File: config.mk
export PLATFORM = sky130hd
export DESIGN_NAME = pnc_cell
export DESIGN_NICKNAME = d
export VERILOG_FILES = /design/src/hdl/pnc_pkg.sv /design/src/hdl/pnc_cell.sv
export SDC_FILE = /design/constraint.sdc
export NUM_CORES = 1
export LEC_CHECK = 0
export ABC_AREA = 1
export BUFFER_PORTS_ARGS = -buffer_cell sky130_fd_sc_hd__buf_2
export CORE_UTILIZATION = 45
export CTS_BUF_LIST = sky130_fd_sc_hd__clkbuf_4 sky130_fd_sc_hd__clkbuf_8 sky130_fd_sc_hd__clkbuf_16
export CTS_CLUSTER_DIAMETER = 50
export DETAILED_ROUTE_END_ITERATION = 8
export HOLD_SLACK_MARGIN = 0.03
export SLEW_MARGIN = 20
export SYNTH_ARGS = -nofsm -noshare
export SYNTH_HDL_FRONTEND = slang
export SYNTH_SLANG_ARGS = --single-unit
File: constraint.sdc
create_clock -name i_clk -period 9.6 [get_ports i_clk]
set_clock_uncertainty 0.2 [all_clocks]
set_input_delay 0.96 -clock i_clk [delete_from_list [all_inputs] [get_ports i_clk]]
set_output_delay 0.96 -clock i_clk [all_outputs]
set_load 0.02 [all_outputs]
File: src/hdl/pnc_pkg.sv
`default_nettype none
package pnc_pkg;

    // Channel and code widths
    localparam int CH_W    = 8;
    localparam int CODE_W  = 26;
    localparam int CNT_W   = 9;
    localparam int CFG_W   = 9;
    localparam int CFG_IDX_W = 2;
    localparam int DIST_W  = 18;
    localparam int SQ_W    = 16;

    // Default palette size
    localparam int DEFAULT_DEPTH = 256;

    // Register indexes of the configuration port
    localparam logic [CFG_IDX_W-1:0] CFG_TRUE_COLOR   = 2'd0;
    localparam logic [CFG_IDX_W-1:0] CFG_ENTRIES_USED = 2'd1;

    // Command codes
    localparam logic CMD_WRITE    = 1'b0;
    localparam logic CMD_CLASSIFY = 1'b1;

    // Result constants
    localparam logic [CH_W-1:0]   ALPHA_LIMIT   = 8'd127;
    localparam logic [CODE_W-1:0] TC_OFFSET     = 26'd256;
    localparam logic [CODE_W-1:0] CODE_TRANSP   = '1;
    localparam logic [DIST_W-1:0] DIST_START    = 18'd196608;

    // Pixel word that walks down the cell row
    typedef struct packed {
        logic            valid;
        logic [CH_W-1:0] red;
        logic [CH_W-1:0] green;
        logic [CH_W-1:0] blue;
    } t_pix;

    // Palette write broadcast to every cell
    typedef struct packed {
        logic            en;
        logic [CH_W-1:0] idx;
        logic [CH_W-1:0] red;
        logic [CH_W-1:0] green;
        logic [CH_W-1:0] blue;
    } t_wr;

    // Running best distance, which trails the pixel by one register
    typedef struct packed {
        logic              valid;
        logic [DIST_W-1:0] score;
    } t_best;

    // Squared absolute difference of two channel values
    function automatic logic [SQ_W-1:0] sq_diff(input logic [CH_W-1:0] a,
                                                input logic [CH_W-1:0] b);
        logic [CH_W-1:0] d;
        d = (a > b) ? (a - b) : (b - a);
        return SQ_W'(d) * SQ_W'(d);
    endfunction

endpackage
`default_nettype wire

File: src/hdl/pnc_cell.sv
`default_nettype none
module pnc_cell #(
    parameter int INDEX = 0,
    parameter int IDX_W = 8
) (
    input  wire                               i_clk,
    input  wire                               i_rst_n,
    input  wire                               i_en,
    input  pnc_pkg::t_wr                      i_wr,
    input  pnc_pkg::t_pix                     i_pix,
    input  pnc_pkg::t_best                    i_best,
    input  wire  [IDX_W-1:0]                  i_best_idx,
    output pnc_pkg::t_pix                     o_pix,
    output pnc_pkg::t_best                    o_best,
    output logic [IDX_W-1:0]                  o_best_idx
);

    logic [pnc_pkg::CH_W-1:0]   r_red;
    logic [pnc_pkg::CH_W-1:0]   r_green;
    logic [pnc_pkg::CH_W-1:0]   r_blue;
    logic [pnc_pkg::SQ_W-1:0]   r_sq_r;
    logic [pnc_pkg::SQ_W-1:0]   r_sq_g;
    logic [pnc_pkg::SQ_W-1:0]   r_sq_b;
    pnc_pkg::t_pix              r_pix;
    pnc_pkg::t_best             r_best;
    logic [IDX_W-1:0]           r_best_idx;
    logic [pnc_pkg::DIST_W-1:0] w_dist;
    logic                       w_hit;

    // Store this cell's palette entry when the write targets it
    always_ff @(posedge i_clk) begin
        if (i_wr.en && (32'(i_wr.idx) == INDEX)) begin
            r_red   <= i_wr.red;
            r_green <= i_wr.green;
            r_blue  <= i_wr.blue;
        end
    end

    // First half: square the channel differences, forward the pixel
    always_ff @(posedge i_clk) begin
        r_sq_r <= pnc_pkg::sq_diff(r_red, i_pix.red);
        r_sq_g <= pnc_pkg::sq_diff(r_green, i_pix.green);
        r_sq_b <= pnc_pkg::sq_diff(r_blue, i_pix.blue);
        r_pix.red   <= i_pix.red;
        r_pix.green <= i_pix.green;
        r_pix.blue  <= i_pix.blue;
        if (!i_rst_n) begin
            r_pix.valid <= 1'b0;
        end else begin
            r_pix.valid <= i_pix.valid;
        end
    end

    // Second half: sum and compare against the running best
    assign w_dist = pnc_pkg::DIST_W'(r_sq_r) + pnc_pkg::DIST_W'(r_sq_g)
                  + pnc_pkg::DIST_W'(r_sq_b);
    assign w_hit  = i_en && (w_dist < i_best.score);

    // Take over the best when strictly closer, so lower indexes win ties
    always_ff @(posedge i_clk) begin
        if (w_hit) begin
            r_best.score <= w_dist;
            r_best_idx   <= IDX_W'(INDEX);
        end else begin
            r_best.score <= i_best.score;
            r_best_idx   <= i_best_idx;
        end
        if (!i_rst_n) begin
            r_best.valid <= 1'b0;
        end else begin
            r_best.valid <= i_best.valid;
        end
    end

    assign o_pix      = r_pix;
    assign o_best     = r_best;
    assign o_best_idx = r_best_idx;

endmodule
`default_nettype wire

==> results.yml, run 1 <==
timing:
  hold_viol_final: 0
  setup-violations-final: 0
  finalCritPeriodShare: 0.649
  slew_violations: 0
  fmax_mhz: 161
  fin_setup_tns_ns: 0
  rsz0062_at_grt: "no"
  fin_crit_ns: 6.23
die:
  fp.dieArea_sq_mm: 0.0270
  die_width_microns: 164
  num_rows: 59
  io_pins: 140
  die_h_microns: 164
  core_sq_mm: 0.0260
  start_util: 0.457
synthesis:
  synthArstFlopShare: 0
  synth-edff-count: 24
  synth_cells: 1469
  synth_top_cell_by_area: "ha_1"
  syn_area_per_cell_sq_um: 8.08
  synth_area_leaders: "ha_1, dfxtp_1, fa_1, nand2_1, inv_1"
  synth_area_sq_mm: 0.0119
  yosys.cell_types.count: 49
  ys_seq_elements: 121
  yosysWarnings: 0
  ys_seq_area_frac: 0.224
  yosys.area.top_type_share: 0.177
  ys.flop_type: "dfxtp_1"
grt:
  grt_pass1_vias: 8798
  grt_max_degree: 33
  antenna_found_initial: 0
  gr-total-overflow: 0
  grt_pass1_wl_microns: 39700
  track_usage: 0.183
run_status:
  outcome: "finished clean"
cells_and_area:
  layout_common_cells: "nand2_1, inv_1, ha_1"
  num-nets-final: 1968
  ff_latch_area_sq_mm: 0.00266
  multi_input_area_sq_mm: 0.00791
  syn_to_final_growth_pct: 13.9
  final.fill_count: 2497
  diodes: 0
  final_common_cell: "nand2_1"
  layoutNonFillerInstCount: 1963
  finish.instance_area_sq_mm: 0.0135
  drive_above_1_share: 0.152
clock_tree:
  clock_insertion_delay_worst_skew_ns: 0.42
  cts_tree: "yes"
  htree_levels: 4
  cts.clk_slew.worst_paths_ns: 0.06
  clk_path_buf_depth: 2
  cts.sinks: 121
  cts_root_buffer: "clkbuf_16"
  postCtsSetupRepairBufs: 0
  cts_buffers: 17
  cts_resized: 0
  hold_buffers: 0
drt:
  drtPass1Iterations: 5
  wire_per_inst_microns: 11.9
  routed_wl_microns: 23300
  vias: 9162
  final_antenna_net_count: 0
  vias_per_cell: 4.67
  route.detailed.drc: 0
  drtIter0Drc: 396
worst_hold_path:
  min-delay-start: "i_pix[7]"
  min_path_type: "input pin to flip-flop"
critical_path:
  reg2reg_from: "r_blue[0]$_DFFE_PP_"
  path_max_fanout: 10
  crit_family: "adder cells"
  max_stage_delay_ns: 0.54
  worstSetupStartpoint: "i_pix[0]"
  cp_common_cell: "fa_1"
  cp.required_ns: 9.70
  worst-path-buf-inv: 5
  end_kind: "flip-flop"
  setup.worst_path.start_class: "input pin"
  cp_slowest_cell: "fa_1"
  worst-endpoint-arrival_ns: 6.33
  critPathKind: "input pin to flip-flop"
placed_design:
  hpwl_microns: 19700
  place_area_sq_mm: 0.0129
  dp_cells: 1931
  io_buffers: 139
  place_congestion: 0.853
run:
  cap_violations: 0
## layer usage
layer  global-route usage  up-vias  part of all wire
met4               0.0530        0             0.014
met1                0.243     4164              0.50
met2                0.308      160              0.46
met5                    0        -                 0
li1                     -     4820                 -
met3               0.0269       18             0.035
## registers in the layout (all words and copies together), names as in the netlist
name and count:
o_pix 25, r_sq_g 15, r_blue 8, r_sq_r 15, r_sq_b 15, o_best_idx 8, r_red 8, o_best 19
r_green 8
## cells by family after synthesis
kind of cell    count (synthesis)  synth area share
simple gates                  511             0.185
buf+inv                       329             0.110
fa+ha+maj                     265             0.341
compound gates                166            0.0830
flops                         121             0.224
xor+xnor                       75            0.0560
other cells                     2          0.000633
## cell type report
class                   count  share of cell area
well taps                 335              0.0310
clock buffers              21              0.0359
inverters                 314              0.0880
flip-flops and latches    121               0.197
repair buffers            141              0.0526
clock inverters            11             0.00982
multi-input cells        1020               0.586
## per-stage QoR
stage	util	hold slack, ns	worst slack (ns)
2_1_floorplan	-	0.417	3.49
3_3_place_gp	0.496	0.513	3.09
3_5_place_dp	0.496	0.506	2.89
4_1_cts	0.520	0.433	3.33
5_1_grt	0.520	0.440	2.89
6_report	0.520	0.453	3.37
## Yosys cell counts (all sizes together) (2+ instances only)
cell / count
a21o: 13
nand2: 345
a31oi: 3
nand4: 7
inv: 314
nor2: 106
xnor2: 29
fa: 97
nor3: 6
xor2: 46
o21bai: 9
dfxtp: 97
ha: 168
a21oi: 86
buf: 14
a21boi: 6
edfxtp: 24
o21a: 2
nand3b: 3
o21ai: 42
conb: 2
nand3: 40
or2: 2
## final timing paths
check	end	slack, ns	cells after the start
worst max-delay path	r_sq_b[15]$_DFF_P_	3.37	25
worst min register to register	o_best[0]$_DFF_P_	0.51	3
worst min-delay path	o_pix[7]$_DFF_P_	0.45	1
worst max register to register	r_sq_b[15]$_DFF_P_	3.65	25
Power of run 1 is not shown: default switching activity piles up to over one toggle a cycle in this logic, so the estimate is an artifact.
==> run 2: changes to the inputs <==
Clock period 9.6 ns to 6.4 ns, I/O delays scaled along.
==> run 2 against run 1 <==
Worst setup slack worse by 2.9 ns. Clock-buffer cell count fell by 4. Die area unchanged. First-iteration DRC count down 9.3%. Routed wire length grew 0.59%. Cell count up 0.15%. Via count rose by 0.12%. Sequential share of layout area about the same. Core utilization about the same.
==> results.yml, run 2 (synthesized netlist as in run 1, its figures left out) <==
die:
  fp.dieArea_sq_mm: 0.0270
  start_util: 0.457
  io_pins: 140
  die_h_microns: 164
  num_rows: 59
  core_sq_mm: 0.0260
  die_width_microns: 164
clock_tree:
  clk_path_buf_depth: 2
  cts_tree: "yes"
  cts_root_buffer: "clkbuf_16"
  cts_buffers: 17
  clock_insertion_delay_worst_skew_ns: 0.43
  htree_levels: 4
  postCtsSetupRepairBufs: 0
  cts.clk_slew.worst_paths_ns: 0.07
  cts.sinks: 121
timing:
  fin_setup_tns_ns: 0
  slew_violations: 0
  final.setup.worst_slack_ns: 0.510
  fin_crit_ns: 5.89
  slew_headroom: 0.637
  worst_slew_pin_slew_ns: 0.542
  rsz0062_at_grt: "no"
  finalCritPeriodShare: 0.920
  fmax_mhz: 170
  setup-violations-final: 0
  hold_viol_final: 0
grt:
  grt_max_degree: 25
  grt_pass1_vias: 8837
  antenna_found_initial: 0
  grt_pass1_wl_microns: 39500
  track_usage: 0.183
  gr-total-overflow: 0
worst_hold_path:
  min_path_cells: 1
  min_path_type: "input pin to flip-flop"
drt:
  final_antenna_net_count: 0
  wl_met2_microns: 10800
  vias_per_cell: 4.67
  dr_wl_met3_microns: 845
  route.detailed.drc: 0
  drtPass1Iterations: 5
  top_layer_used: "met4"
  wire_per_inst_microns: 11.9
  wl_met1_microns: 11400
  vias: 9173
  routed_wl_microns: 23500
  drtIter0Drc: 359
placed_design:
  hpwl_microns: 19800
  io_buffers: 139
  pre_cts_ws_ns: 0.0943
  place_congestion: 0.850
cells_and_area:
  layout_common_cells: "nand2_1, inv_1, ha_1"
  syn_to_final_growth_pct: 13.8
  drive_above_1_share: 0.153
  final_util: 0.520
  largest_register_ffs: 25
  diodes: 0
  final_common_cell: "nand2_1"
  num-nets-final: 1971
critical_path:
  worst-endpoint-arrival_ns: 6.01
  cp.required_ns: 6.52
  setup.worst_path.start_class: "flip-flop"
  end_kind: "flip-flop"
  path_max_fanout: 10
  critPathKind: "flip-flop to flip-flop"
  r2r.worst_path.cells: 23
run:
  cap_violations: 0
run_status:
  outcome: "finished clean"
run 2: final timing paths:
path	start	endpoint	slack [ns]
worst min-delay path	i_pix[23]	o_pix[23]$_DFF_P_	0.13
worst min register to register	r_green[0]$_DFFE_PP_	r_sq_g[0]$_DFF_P_	0.43
worst max register to register	r_blue[0]$_DFFE_PP_	r_sq_b[15]$_DFF_P_	0.51
worst max-delay path	r_blue[0]$_DFFE_PP_	r_sq_b[15]$_DFF_P_	0.51
run 2: per-layer routing:
| metal | GRT usage | vias up |
|---|---|---|
| li1 | - | 4838 |
| met3 | 0.0311 | 19 |
| met1 | 0.235 | 4150 |
| met4 | 0.0500 | 0 |
| met5 | 0 | - |
| met2 | 0.314 | 166 |
run 2: repair_timing:
item | CTS | global route
gates resized for setup | 0 | 1
hold buffers | 0 | 0
endpoints found under the setup margin | 0 | 2
hold endpoints to repair | 0 | 0
run 2: through the flow:
stage	hold slack [ns]	cells	area, sq um
3_3_place_gp	0.432	1933	12900
3_5_place_dp	0.437	1934	12900
6_report	0.125	1966	13500
4_1_cts	0.108	1966	13500
5_1_grt	0.116	1966	13500
2_1_floorplan	0.417	1470	11900
run 2: area by class of cell:
class | count | area (sq um)
tap | 335 | 419
inverter | 314 | 1190
multi-input combinational | 1020 | 7910
fill | 2510 | 12500
clock inverter | 15 | 161
timing repair buffer | 144 | 737
sequential | 121 | 2660
clock buffer | 17 | 425
run 2: critical path, stage by stage, from the launching register on:
cell      delay, ns
edfxtp_1       0.35
inv_1          0.05
ha_1           0.21
fa_1           0.42
o21ai_2        0.22
nand2_1        0.09
nand2_2        0.09
nand2_4        0.09
o21ai_2        0.21
inv_1          0.16
nor2_1         0.24
fa_1           0.47
fa_1           0.54
inv_1          0.05
fa_1           0.50
fa_1           0.54
inv_1          0.04
ha_1           0.34
a21o_1         0.21
a21boi_0       0.13
o21ai_0        0.19
a21oi_1        0.23
o21bai_1       0.14
nand2_1        0.07
Power of run 2 is left out for the same reason.
